## config.mk

```make
export PLATFORM = sky130hd
export DESIGN_NAME = fifo_queue_with_promote_to_front_flat
export DESIGN_NICKNAME = d
export VERILOG_FILES = /design/src/hdl/fqp_pkg.sv /design/src/hdl/fqp_cmd_if.sv /design/src/hdl/fqp_res_if.sv /design/src/hdl/fqp_ram.sv /design/src/hdl/fqp_dpath.sv /design/src/hdl/fqp_ctrl.sv /design/src/hdl/fifo_queue_with_promote_to_front.sv /design/src/flat_wrapper.sv
export SDC_FILE = /design/constraint.sdc
export NUM_CORES = 1
export LEC_CHECK = 0
export ABC_AREA = 1
export BUFFER_PORTS_ARGS = -buffer_cell sky130_fd_sc_hd__clkbuf_2
export CAP_MARGIN = 40
export CORE_MARGIN = 2
export CORE_UTILIZATION = 30
export CTS_BUF_LIST = sky130_fd_sc_hd__clkbuf_4
export CTS_CLUSTER_SIZE = 28
export DETAILED_ROUTE_END_ITERATION = 10
export GPL_TIMING_DRIVEN = 0
export PLACE_DENSITY = 0.41
export SYNTH_ARGS = -nofsm -noshare
export SYNTH_HDL_FRONTEND = slang
export SYNTH_HIERARCHICAL = 1
export SYNTH_SLANG_ARGS = --single-unit
```

## constraint.sdc

```tcl
create_clock -name clk -period 6.1 [get_ports clk]
set_clock_uncertainty 0.2 [all_clocks]
set_input_delay 0.61 -clock clk [delete_from_list [all_inputs] [get_ports clk]]
set_output_delay 0.61 -clock clk [all_outputs]
set_load 0.01 [all_outputs]
```

## src/hdl/fqp_pkg.sv

```systemverilog
// Shared types, codes and control/status bundles for the promote-to-front queue.
`default_nettype none

package fqp_pkg;

	// Default queue depth and fixed field widths
	localparam int DEPTH_DEF = 16;
	localparam int KEY_W     = 32;
	localparam int FUNC_W    = 2;
	localparam int STAT_W    = 2;
	localparam int CNT_OUT_W = 5;

	// Operation codes; code 3 is unused and treated as a no-op
	typedef logic [FUNC_W-1:0] func_t;
	localparam func_t FUNC_ENQ     = 2'd0;
	localparam func_t FUNC_DEQ     = 2'd1;
	localparam func_t FUNC_PROMOTE = 2'd2;

	// Result status codes
	typedef enum logic [STAT_W-1:0] {
		STAT_OK        = 2'd0,
		STAT_EMPTY     = 2'd1,
		STAT_NOT_FOUND = 2'd2,
		STAT_FULL      = 2'd3
	} status_t;

	// Commands from the controller to the datapath
	typedef struct packed {
		logic    capture;   // latch the incoming transaction
		logic    enq;       // write key at tail, bump count
		logic    deq_rd;    // read the front entry
		logic    deq_done;  // take front data, advance head, drop count
		logic    idx_clr;   // start search at the front
		logic    rd_idx;    // read entry at search index
		logic    idx_inc;   // advance search index
		logic    sh_rd;     // read entry just ahead of index
		logic    sh_wr;     // write that entry at index, step index down
		logic    put;       // write key at the front
		logic    set_res;   // record status with zero key
		status_t res_code;  // status to record
		logic    load_out;  // move the result into the output register
	} fqp_cmd_t;

	// Status from the datapath to the controller
	typedef struct packed {
		func_t func;
		logic  empty;
		logic  full;
		logic  hit;
		logic  idx_zero;
		logic  idx_last;
		logic  idx_one;
		logic  out_free;
	} fqp_sts_t;

endpackage

`default_nettype wire

```

## src/hdl/fqp_cmd_if.sv

```systemverilog
// Input channel: operation and key with valid/ready handshake.
`default_nettype none

interface fqp_cmd_if import fqp_pkg::*; ();
	logic                    valid;
	logic                    ready;
	logic [FUNC_W-1:0]       func;
	logic signed [KEY_W-1:0] key;

	modport source (output valid, output func, output key, input ready);
	modport sink   (input valid, input func, input key, output ready);
endinterface

`default_nettype wire

```

## src/hdl/fqp_res_if.sv

```systemverilog
// Result channel: status, dequeued key and entry count with valid/ready handshake.
`default_nettype none

interface fqp_res_if import fqp_pkg::*; ();
	logic                    valid;
	logic                    ready;
	logic [STAT_W-1:0]       status;
	logic signed [KEY_W-1:0] key_out;
	logic [CNT_OUT_W-1:0]    count;

	modport source (output valid, output status, output key_out, output count, input ready);
	modport sink   (input valid, input status, input key_out, input count, output ready);
endinterface

`default_nettype wire

```

## src/hdl/fqp_ram.sv

```systemverilog
// Generic single-write, single-read RAM with registered read data.
`default_nettype none

module fqp_ram #(
	parameter int WIDTH = 32,
	parameter int DEPTH = 16,
	localparam int AW   = (DEPTH > 1) ? $clog2(DEPTH) : 1
) (
	input  wire logic             clk,
	input  wire logic             we,
	input  wire logic [AW-1:0]    waddr,
	input  wire logic [WIDTH-1:0] wdata,
	input  wire logic             re,
	input  wire logic [AW-1:0]    raddr,
	output logic      [WIDTH-1:0] rdata
);

	logic [WIDTH-1:0] mem_q [DEPTH];

	// Write port
	always_ff @(posedge clk) begin
		if (we) begin
			mem_q[waddr] <= wdata;
		end
	end

	// Registered read port
	always_ff @(posedge clk) begin
		if (re) begin
			rdata <= mem_q[raddr];
		end
	end

endmodule

`default_nettype wire

```

## src/hdl/fqp_dpath.sv

```systemverilog
// Datapath: ring-buffer storage, pointers, search index and result registers.
`default_nettype none

module fqp_dpath import fqp_pkg::*; #(
	parameter int DEPTH = DEPTH_DEF,
	localparam int AW   = $clog2(DEPTH),
	localparam int CW   = $clog2(DEPTH + 1)
) (
	input  wire logic                    clk,
	input  wire logic                    arst_n,
	input  wire fqp_cmd_t                cmd,
	output fqp_sts_t                     sts,
	input  wire logic [FUNC_W-1:0]       in_func,
	input  wire logic signed [KEY_W-1:0] in_key,
	output logic                         out_valid,
	input  wire logic                    out_ready,
	output logic [STAT_W-1:0]            out_status,
	output logic signed [KEY_W-1:0]      out_key,
	output logic [CNT_OUT_W-1:0]         out_count
);

	logic [AW-1:0]    head_q;
	logic [CW-1:0]    count_q;
	logic [AW-1:0]    idx_q;
	func_t            func_q;
	logic [KEY_W-1:0] key_q;
	status_t          res_status_q;
	logic [KEY_W-1:0] res_key_q;
	logic             out_valid_q;
	logic [STAT_W-1:0]    out_status_q;
	logic [KEY_W-1:0]     out_key_q;
	logic [CNT_OUT_W-1:0] out_count_q;

	logic [CW-1:0]    off;
	logic [CW:0]      addr_sum;
	logic [AW-1:0]    addr;
	logic             ram_we;
	logic             ram_re;
	logic [KEY_W-1:0] ram_wdata;
	logic [KEY_W-1:0] ram_rdata;

	// Select the offset from the head for this cycle's memory access
	always_comb begin
		off = '0;
		if (cmd.enq) begin
			off = count_q;
		end else if (cmd.rd_idx || cmd.sh_wr) begin
			off = CW'(idx_q);
		end else if (cmd.sh_rd) begin
			off = CW'(idx_q) - CW'(1);
		end
	end

	// Wrap head plus offset around the ring
	always_comb begin
		addr_sum = (CW+1)'(head_q) + (CW+1)'(off);
		if (addr_sum >= (CW+1)'(DEPTH)) begin
			addr_sum = addr_sum - (CW+1)'(DEPTH);
		end
		addr = AW'(addr_sum);
	end

	assign ram_we    = cmd.enq || cmd.sh_wr || cmd.put;
	assign ram_re    = cmd.deq_rd || cmd.rd_idx || cmd.sh_rd;
	assign ram_wdata = cmd.sh_wr ? ram_rdata : key_q;

	fqp_ram #(
		.WIDTH (KEY_W),
		.DEPTH (DEPTH)
	) u_ram (
		.clk   (clk),
		.we    (ram_we),
		.waddr (addr),
		.wdata (ram_wdata),
		.re    (ram_re),
		.raddr (addr),
		.rdata (ram_rdata)
	);

	// Latch the accepted transaction
	always_ff @(posedge clk) begin
		if (cmd.capture) begin
			func_q <= func_t'(in_func);
			key_q  <= in_key;
		end
	end

	// Advance head, count and search index
	always_ff @(posedge clk or negedge arst_n) begin
		if (!arst_n) begin
			head_q  <= '0;
			count_q <= '0;
			idx_q   <= '0;
		end else begin
			if (cmd.enq) begin
				count_q <= count_q + CW'(1);
			end
			if (cmd.deq_done) begin
				count_q <= count_q - CW'(1);
				head_q  <= (head_q == AW'(DEPTH - 1)) ? '0 : head_q + AW'(1);
			end
			if (cmd.put) begin
				idx_q <= '0;
			end else if (cmd.idx_clr) begin
				idx_q <= '0;
			end else if (cmd.idx_inc) begin
				idx_q <= idx_q + AW'(1);
			end else if (cmd.sh_wr) begin
				idx_q <= idx_q - AW'(1);
			end
		end
	end

	// Record the pending result
	always_ff @(posedge clk) begin
		if (cmd.set_res) begin
			res_status_q <= cmd.res_code;
			res_key_q    <= '0;
		end else if (cmd.deq_done) begin
			res_status_q <= STAT_OK;
			res_key_q    <= ram_rdata;
		end
	end

	// Hold the result until the receiver takes it
	always_ff @(posedge clk or negedge arst_n) begin
		if (!arst_n) begin
			out_valid_q <= 1'b0;
		end else if (cmd.load_out) begin
			out_valid_q <= 1'b1;
		end else if (out_ready) begin
			out_valid_q <= 1'b0;
		end
	end

	always_ff @(posedge clk) begin
		if (cmd.load_out) begin
			out_status_q <= res_status_q;
			out_key_q    <= res_key_q;
			out_count_q  <= CNT_OUT_W'(count_q);
		end
	end

	assign out_valid  = out_valid_q;
	assign out_status = out_status_q;
	assign out_key    = out_key_q;
	assign out_count  = out_count_q;

	// Report status to the controller
	always_comb begin
		sts.func     = func_q;
		sts.empty    = (count_q == '0);
		sts.full     = (count_q == CW'(DEPTH));
		sts.hit      = (ram_rdata == key_q);
		sts.idx_zero = (idx_q == '0);
		sts.idx_last = ((CW'(idx_q) + CW'(1)) == count_q);
		sts.idx_one  = (idx_q == AW'(1));
		sts.out_free = !out_valid_q || out_ready;
	end

endmodule

`default_nettype wire

```

## src/hdl/fqp_ctrl.sv

```systemverilog
// Controller: sequences each operation over the datapath one step per state.
`default_nettype none

module fqp_ctrl import fqp_pkg::*; (
	input  wire logic     clk,
	input  wire logic     arst_n,
	input  wire logic     in_valid,
	output logic          in_ready,
	input  wire fqp_sts_t sts,
	output fqp_cmd_t      cmd
);

	typedef enum logic [8:0] {
		ST_IDLE = 9'b000000001,
		ST_DISP = 9'b000000010,
		ST_DEQ  = 9'b000000100,
		ST_SRD  = 9'b000001000,
		ST_SCHK = 9'b000010000,
		ST_SHRD = 9'b000100000,
		ST_SHWR = 9'b001000000,
		ST_PUT  = 9'b010000000,
		ST_FIN  = 9'b100000000
	} state_t;

	state_t state_q;
	state_t state_d;

	assign in_ready = (state_q == ST_IDLE);

	// Decode state into datapath commands
	always_comb begin
		cmd      = '0;
		cmd.res_code = STAT_OK;
		state_d  = state_q;
		case (state_q)
			ST_IDLE: begin
				if (in_valid) begin
					cmd.capture = 1'b1;
					state_d     = ST_DISP;
				end
			end
			ST_DISP: begin
				case (sts.func)
					FUNC_ENQ: begin
						cmd.set_res = 1'b1;
						if (sts.full) begin
							cmd.res_code = STAT_FULL;
						end else begin
							cmd.enq = 1'b1;
						end
						state_d = ST_FIN;
					end
					FUNC_DEQ: begin
						if (sts.empty) begin
							cmd.set_res  = 1'b1;
							cmd.res_code = STAT_EMPTY;
							state_d      = ST_FIN;
						end else begin
							cmd.deq_rd = 1'b1;
							state_d    = ST_DEQ;
						end
					end
					FUNC_PROMOTE: begin
						if (sts.empty) begin
							cmd.set_res  = 1'b1;
							cmd.res_code = STAT_EMPTY;
							state_d      = ST_FIN;
						end else begin
							cmd.idx_clr = 1'b1;
							state_d     = ST_SRD;
						end
					end
					default: begin
						cmd.set_res = 1'b1;
						state_d     = ST_FIN;
					end
				endcase
			end
			ST_DEQ: begin
				cmd.deq_done = 1'b1;
				state_d      = ST_FIN;
			end
			ST_SRD: begin
				cmd.rd_idx = 1'b1;
				state_d    = ST_SCHK;
			end
			ST_SCHK: begin
				if (sts.hit) begin
					if (sts.idx_zero) begin
						cmd.set_res = 1'b1;
						state_d     = ST_FIN;
					end else begin
						state_d = ST_SHRD;
					end
				end else if (sts.idx_last) begin
					cmd.set_res  = 1'b1;
					cmd.res_code = STAT_NOT_FOUND;
					state_d      = ST_FIN;
				end else begin
					cmd.idx_inc = 1'b1;
					state_d     = ST_SRD;
				end
			end
			ST_SHRD: begin
				cmd.sh_rd = 1'b1;
				state_d   = ST_SHWR;
			end
			ST_SHWR: begin
				cmd.sh_wr = 1'b1;
				state_d   = sts.idx_one ? ST_PUT : ST_SHRD;
			end
			ST_PUT: begin
				cmd.put     = 1'b1;
				cmd.set_res = 1'b1;
				state_d     = ST_FIN;
			end
			ST_FIN: begin
				if (sts.out_free) begin
					cmd.load_out = 1'b1;
					state_d      = ST_IDLE;
				end
			end
			default: begin
				state_d = ST_IDLE;
			end
		endcase
	end

	// Advance the state
	always_ff @(posedge clk or negedge arst_n) begin
		if (!arst_n) begin
			state_q <= ST_IDLE;
		end else begin
			state_q <= state_d;
		end
	end

endmodule

`default_nettype wire

```

## src/hdl/fifo_queue_with_promote_to_front.sv

```systemverilog
// Top level of the bounded key queue with promote-to-front.
// Usage: the cmd channel carries one operation (enqueue, dequeue, promote) and a
// signed 32-bit key per transaction; the res channel returns one transaction per
// operation with status, dequeued key (zero unless a dequeue succeeds) and the
// entry count after the operation. Entries live in a ring buffer in one RAM.
// The controller handles one operation at a time; cmd.ready is high only while
// it is idle. A dequeue reads the front entry through the registered RAM read
// port. A promote searches from the front, reading each entry (ST_SRD) and then
// comparing it (ST_SCHK); on a match away from the front it shifts the entries
// ahead of the match back by one, reading each (ST_SHRD) and then writing it
// (ST_SHWR), and then writes the key at the front. The result turns valid at the
// same edge at which cmd.ready rises again. The RAM has a single read port, so
// the search and the shift each move through one entry at a time.
// A finished result sits in an output register; while res stalls the block still
// takes a new transaction and works it up to the point where its result is ready,
// then waits. Reset empties the queue (head and count cleared, no RAM clearing)
// and drops any undelivered result.
`default_nettype none

module fifo_queue_with_promote_to_front import fqp_pkg::*; #(
	parameter int DEPTH = DEPTH_DEF
) (
	input wire logic  clk,
	input wire logic  arst_n,
	fqp_cmd_if.sink   cmd,
	fqp_res_if.source res
);

	fqp_cmd_t ctl_cmd;
	fqp_sts_t dp_sts;

	// Sequence each operation
	fqp_ctrl u_ctrl (
		.clk      (clk),
		.arst_n   (arst_n),
		.in_valid (cmd.valid),
		.in_ready (cmd.ready),
		.sts      (dp_sts),
		.cmd      (ctl_cmd)
	);

	// Hold the queue and the result
	fqp_dpath #(
		.DEPTH (DEPTH)
	) u_dpath (
		.clk        (clk),
		.arst_n     (arst_n),
		.cmd        (ctl_cmd),
		.sts        (dp_sts),
		.in_func    (cmd.func),
		.in_key     (cmd.key),
		.out_valid  (res.valid),
		.out_ready  (res.ready),
		.out_status (res.status),
		.out_key    (res.key_out),
		.out_count  (res.count)
	);

endmodule

`default_nettype wire

```

## src/flat_wrapper.sv

```systemverilog
// flat-port wrapper written by rule: the top's interface ports become plain ports
module fifo_queue_with_promote_to_front_flat import fqp_pkg::*;
#(
	parameter int DEPTH = DEPTH_DEF
)
  (clk, arst_n, cmd_valid, cmd_func, cmd_key, cmd_ready, res_valid, res_status, res_key_out, res_count, res_ready);
  fqp_cmd_if cmd_i ();
  fqp_res_if res_i ();
  input wire logic clk;
  input wire logic arst_n;
  input wire logic [$bits(cmd_i.valid)-1:0] cmd_valid;
  input wire logic [$bits(cmd_i.func)-1:0] cmd_func;
  input wire logic [$bits(cmd_i.key)-1:0] cmd_key;
  output wire logic [$bits(cmd_i.ready)-1:0] cmd_ready;
  output wire logic [$bits(res_i.valid)-1:0] res_valid;
  output wire logic [$bits(res_i.status)-1:0] res_status;
  output wire logic [$bits(res_i.key_out)-1:0] res_key_out;
  output wire logic [$bits(res_i.count)-1:0] res_count;
  input wire logic [$bits(res_i.ready)-1:0] res_ready;
  assign cmd_i.valid = cmd_valid;
  assign cmd_i.func = cmd_func;
  assign cmd_i.key = cmd_key;
  assign cmd_ready = cmd_i.ready;
  assign res_valid = res_i.valid;
  assign res_status = res_i.status;
  assign res_key_out = res_i.key_out;
  assign res_count = res_i.count;
  assign res_i.ready = res_ready;
  fifo_queue_with_promote_to_front #(.DEPTH(DEPTH)) u_core (.clk(clk), .arst_n(arst_n), .cmd(cmd_i), .res(res_i));
endmodule
```

After elaboration in Yosys (flattened, before gate mapping)
Memory sizes are Yosys's and may differ from the RTL's. A register that Yosys moved wholly into a read port is not among the register bits. Index checks and enable logic that the tools add are counted.

Bits in registers: 130. Latch bits: 0. Bits in writable memories: 512. Memory bits (read-only): 0. Bits of input ports: 38. Output and inout bits: 41. Word-level logic and storage cells: 115. Memories kept: 1.

Memory list: u_core.u_dpath.u_ram.mem_q (depth 16, width 32, rd ports 1, clocked after Yosys merged registers in 1, wr ports 1, line fqp_ram.sv:18) `logic [WIDTH-1:0] mem_q [DEPTH];`.

Add/sub/neg operators: 9. Multipliers: 0. Divide/modulo/power cells: 0. $lt $le $gt $ge: 1. Equality and inequality tests: 18. Shifts and indexed selects: 0. Muxes and demuxes: 57. Bitwise logic cells: 0. Reduce and logical (&&, ||, !) cells: 17.

Operator list (number): one-hot mux 9 bit (8 select lines) (1); two-way mux 9 bit (7); equality test 32 bit (1); two-way mux 32 bit (1); two-way mux 1 bit (25); two-way mux 5 bit (5); two-way mux 4 bit (6); one-hot mux 9 bit (2 select lines) (1); two-way mux 2 bit (5); equality test 9 x 1 -> 1 bit (second input constant) (1); equality test 9 x 2 -> 1 bit (second input constant) (1); equality test 9 x 3 -> 1 bit (second input constant) (1); equality test 9 x 4 -> 1 bit (second input constant) (1); equality test 9 x 5 -> 1 bit (second input constant) (1); equality test 9 x 6 -> 1 bit (second input constant) (1); equality test 9 x 7 -> 1 bit (second input constant) (1); equality test 9 x 8 -> 1 bit (second input constant) (1); equality test 9 bit (second input constant) (1); adder 4 x 1 -> 4 bit (second input constant) (2); two-way mux 8 bit (1); one-hot mux 2 bit (2 select lines) (2); subtractor 4 x 1 -> 4 bit (second input constant) (2); adder 4 x 5 -> 6 bit (1); >= comparator 6 x 5 -> 1 bit (second input constant) (1); 23 further kinds (32).

Logic depth before layout (Yosys ltp)
Depth after elaboration: 8. Depth in mapped cells: 25. Depth with buffers taken out: 22.

Cells and area by module
The synthesis kept the hierarchy.

By module, submodules not included: fqp_ram (times used 1, cells each 2120, area each 23050.9 um2, seq. area each 16335.7 um2); fqp_dpath (times used 1, cells each 567, area each 5407.7 um2, seq. area each 3243.1 um2); fqp_ctrl (times used 1, cells each 118, area each 804.5 um2, seq. area each 226.5 um2).

Worst setup path after synthesis
Ideal clock, no wire load.

Kind: in2reg. Start: input port res_ready. End: register u_core.u_dpath.out_count_q[0], in the netlist u_core/u_dpath/out_count[0], enable pin. Setup time: 0.536 ns. Arrival time: 4.614 ns. Required time: 5.364 ns. Setup slack: 0.750 ns. Stages on the path: 4. Path buffers: 0. Path through: inv_1 nand2_1 inv_1 nor4_1.

RTL lines: start, declared (line flat_wrapper.sv:19) `input wire logic [$bits(res_i.ready)-1:0] res_ready;`; end signal, assigned (line fqp_dpath.sv:140) `out_count_q <= CNT_OUT_W'(count_q);`; end, declared (line fqp_dpath.sv:32) `logic [CNT_OUT_W-1:0] out_count_q;`.

==> metrics <==
status=completed; WL met2=around 46000 µm; Distinct cells, synth=between 40 and 50; hold_buf cts=65; # rows=around 110; Int Pwr=8.56 mW; Synthesis Warnings=6; HP Start=cmd_key[11]; Peak supply drop=between 0.2 and 0.25 mV; Post-Synthesis Net Count=~2900; kind of start point of the critical path=flop; Post-Synthesis Cell Area=between 0.02 and 0.03 mm²; number of enable flip-flop cells after synthesis=619; Synth Area per Inst=between 10 and 15 µm²; die area=between 0.1 and 0.15 mm²; sw power=roughly 4.5 mW; crit path capture type=flop; metal3 WL=~4500 µm; Reg power frac=between 40% and 50%; Async SR Flop Fraction=about 3.4%; leakage=around 15 nW; Fill cells=9709; vias in the first global route=roughly 20000; share of cells above drive strength 1=~17%; # port buffers=a little under 80; PwrDens=370 mW/mm²; Slew @ Worst Pin=a little over 0.9 ns; drt drc=0; Placeable Area=just under 0.1 mm²; first-pass GRT wire length=about 140000 µm; met1 WL=approximately 41000 µm; fin crit period=approximately 5.2 ns; DRT Wirelength=between 90000 and 100000 µm; Hold Crit Class=input port to flop; WHS=~0.13 ns; postcts setup bufs=0; Combinational Power Share=between 20% and 30%; initial antenna violation count=4; CP required=6.65 ns; worst flop-to-flop path startpoint=u_core/u_ctrl/state_q[1]$_DFFE_PN0P_; Hold Path End=u_core/u_dpath/key_q[11]$_DFFE_PP_; Clk network pwr share=a little over 30%; GRT Residual Overflow=0; Area Growth Syn to Fin=20.6%; CTS Root Cell=clkbuf_4; WS Path Type=flop to flop; Worst EP arrival=approximately 5.8 ns; Seq/Total Area, Yosys=67.7%; starting density of the core=between 30% and 40%; Synth Register Bits=~670; vias per cell=4.48; CTS tree=built; CTS H-tree depth=4; Sw Ratio=between 30 and 40%; Final Max Tran Viols=0; Slew HR=between 30% and 40%; r2r setup slk=0.90 ns; max cap viols=0; Max Freq=slightly below 200 MHz; 1st-iter DRT viols=approximately 1600; Die W=around 320 µm; critical-path maximum fanout=10; cts repair resizes=0; Hold Path Depth=2; CTS Sinks=~670; GRT Total Usage=around a fifth; average wire per standard cell=roughly 20 µm; Highest Signal Layer=met4; Main synth FF type=edfxtp_1; TritonRoute pass-1 iters=5; Syn Inst Count=between 2000 and 3000; clk slew on worst S/H paths=about 0.07 ns; via count=20600; worst flop-to-flop path endpoint=u_core/u_dpath/u_ram/rdata[26]$_DFFE_PP_; final setup fails=0; Skew-Pair Late Insertion Delay=1.04 ns; Post-DP HPWL=approximately 65000 µm; CTS Buf Count=about 190; cells on worst reg2reg path=19; fin nets=between 3000 and 4000; RSZ-0062 raised after global routing=false; Tot Pwr=approximately 13 mW; Final Cycle Share=a little under nine tenths; largest net degree at the start of global routing=24; io pins=79; final hold viol count=0; maximum clock insertion buffer count=3; Die H=approximately 320 µm; Final ANT Viol Nets=0; RePlAce Congestion=0.803
worst max-delay path, cell delays in order, from the launching register on:
cell	delay, ns
dfrtp_1	0.40
nor2_1	0.20
nand2_4	0.10
inv_2	0.10
nand3_2	0.11
inv_1	0.10
buf_6	0.14
inv_2	0.12
nand2_1	0.13
a21oi_1	0.07
a22oi_1	0.21
ha_1	0.22
inv_1	0.06
fa_1	0.37
xnor2_1	0.61
buf_2	0.52
buf_1	0.74
nand3_1	0.16
nand3_1	0.18
nand2_1	0.14
power groups by stage:
stage,registers (mW),clock network (mW),logic (mW)
after floorplan,5.61,0,2.06
after global placement,5.67,0,3.31
after detailed placement,5.65,0,3.41
after CTS,5.55,4.23,3.45
after global routing,5.57,4.47,3.77
final,5.55,4.07,3.42
logic make-up (layout without fill, tap and decap cells):
group	after synthesis	after routing	share of synthesized area, %
AND/OR/NAND/NOR	1421	1421	20.5
flip-flops	674	674	67.7
buffers and inverters	592	1118	8.76
AO/OA/AOI/OAI	66	66	1.28
XOR/XNOR	36	36	1.08
adder cells (fa/ha/maj)	16	16	0.735
other	0	3	0
metrics by stage:
| stage | TNS, ns | cells | cell area (µm²) | util (%) | worst slack (ns) |
|---|---|---|---|---|---|
| global route | 0 | 4610 | 35300 | 36.5 | 0.577 |
| finish | 0 | 4610 | 35300 | 36.5 | 0.900 |
| floorplan | 0 | 2805 | 29300 | - | 0.750 |
| CTS | 0 | 4607 | 35300 | 36.5 | 0.809 |
| global placement | -488.22 | 4159 | 31300 | 32.3 | -1.51 |
| detailed placement | 0 | 4202 | 32200 | 33.3 | 0.864 |
routing by layer:
layer | track usage, % | vias up
li1 | - | 9957
met3 | 3.54 | 157
met1 | 24.4 | 9927
met4 | 6.17 | 0
met2 | 32.0 | 592
met5 | 0 | -
cells in the final DEF (no fill, tap or decap), types with 4 or more instances in the layout:
cell type,n
nand2_2,6
nand3b_1,5
nor2_2,4
nor2_1,66
buf_16,19
ha_1,14
clkinv_1,41
buf_2,53
buf_4,17
clkinvlp_4,8
inv_2,9
edfxtp_1,619
clkbuf_2,78
clkbuf_1,22
buf_6,32
dfxtp_1,32
o21ai_1,8
buf_1,14
xnor2_1,5
nor2_4,20
o21ai_0,11
buf_12,10
nand2_1,895
a211oi_1,7
xor2_1,31
inv_1,456
a21oi_1,30
nand3_1,409
dlygate4sd3_1,64
clkbuf_4,284
dfrtp_1,22
worst max path at each step:
stage	to	slack, ns	start	depth (start not counted)
floorplan	u_core/u_dpath/out_count[0]$_DFFE_PP_	0.75	res_ready	4
global placement	u_core/u_dpath/out_key[8]$_DFFE_PP_	-1.51	res_ready	5
detailed placement	u_core/u_dpath/u_ram/rdata[26]$_DFFE_PP_	0.86	u_core/u_ctrl/state_q[1]$_DFFE_PN0P_	19
CTS	u_core/u_dpath/u_ram/rdata[26]$_DFFE_PP_	0.81	u_core/u_ctrl/state_q[1]$_DFFE_PN0P_	19
global route	u_core/u_dpath/u_ram/rdata[26]$_DFFE_PP_	0.58	u_core/u_ctrl/state_q[1]$_DFFE_PN0P_	19
finish	u_core/u_dpath/u_ram/rdata[26]$_DFFE_PP_	0.90	u_core/u_ctrl/state_q[1]$_DFFE_PN0P_	19
area by class of cell:
type	instances	area, µm²	share of cell area [%]
sequential	674	19800	56.1
multi-input combinational	1539	7040	19.9
clock buffer	284	2130	6.04
timing repair buffer	186	1880	5.33
inverter	466	1750	4.97
tap	1276	1600	4.53
buffer	126	808	2.29
clock inverter	56	259	0.734
antenna	3	7.51	0.0213
Yosys cell counts (all sizes together), types with 7 or more instances:
master / count / area (µm²)
dfrtp: 22 / 551
nand3: 412 / 2080
ha: 14 / 175
dfxtp: 32 / 641
o21ai: 21 / 109
a211oi: 7 / 52.6
clkbuf: 22 / 82.6
nor2: 90 / 370
edfxtp: 619 / 18600
buf: 104 / 726
a21oi: 30 / 150
inv: 464 / 1750
xor2: 31 / 272
nand2: 902 / 3410
registers in the layout, indices dropped and copies added (netlist names):
name                         flops
u_core/u_dpath/res_status_q      2
u_core/u_dpath/out_key          32
u_core/u_dpath/out_valid         1
u_core/u_dpath/key_q            32
u_core/u_dpath/count_q           5
u_core/u_dpath/u_ram/mem_q     512
u_core/u_dpath/idx_q             4
u_core/u_dpath/res_key_q        32
u_core/u_dpath/out_count         5
u_core/u_ctrl/state_q            9
u_core/u_dpath/head_q            4
u_core/u_dpath/u_ram/rdata      32
u_core/u_dpath/out_status        2
u_core/u_dpath/func_q            2
(Power assumes the default switching activity.)
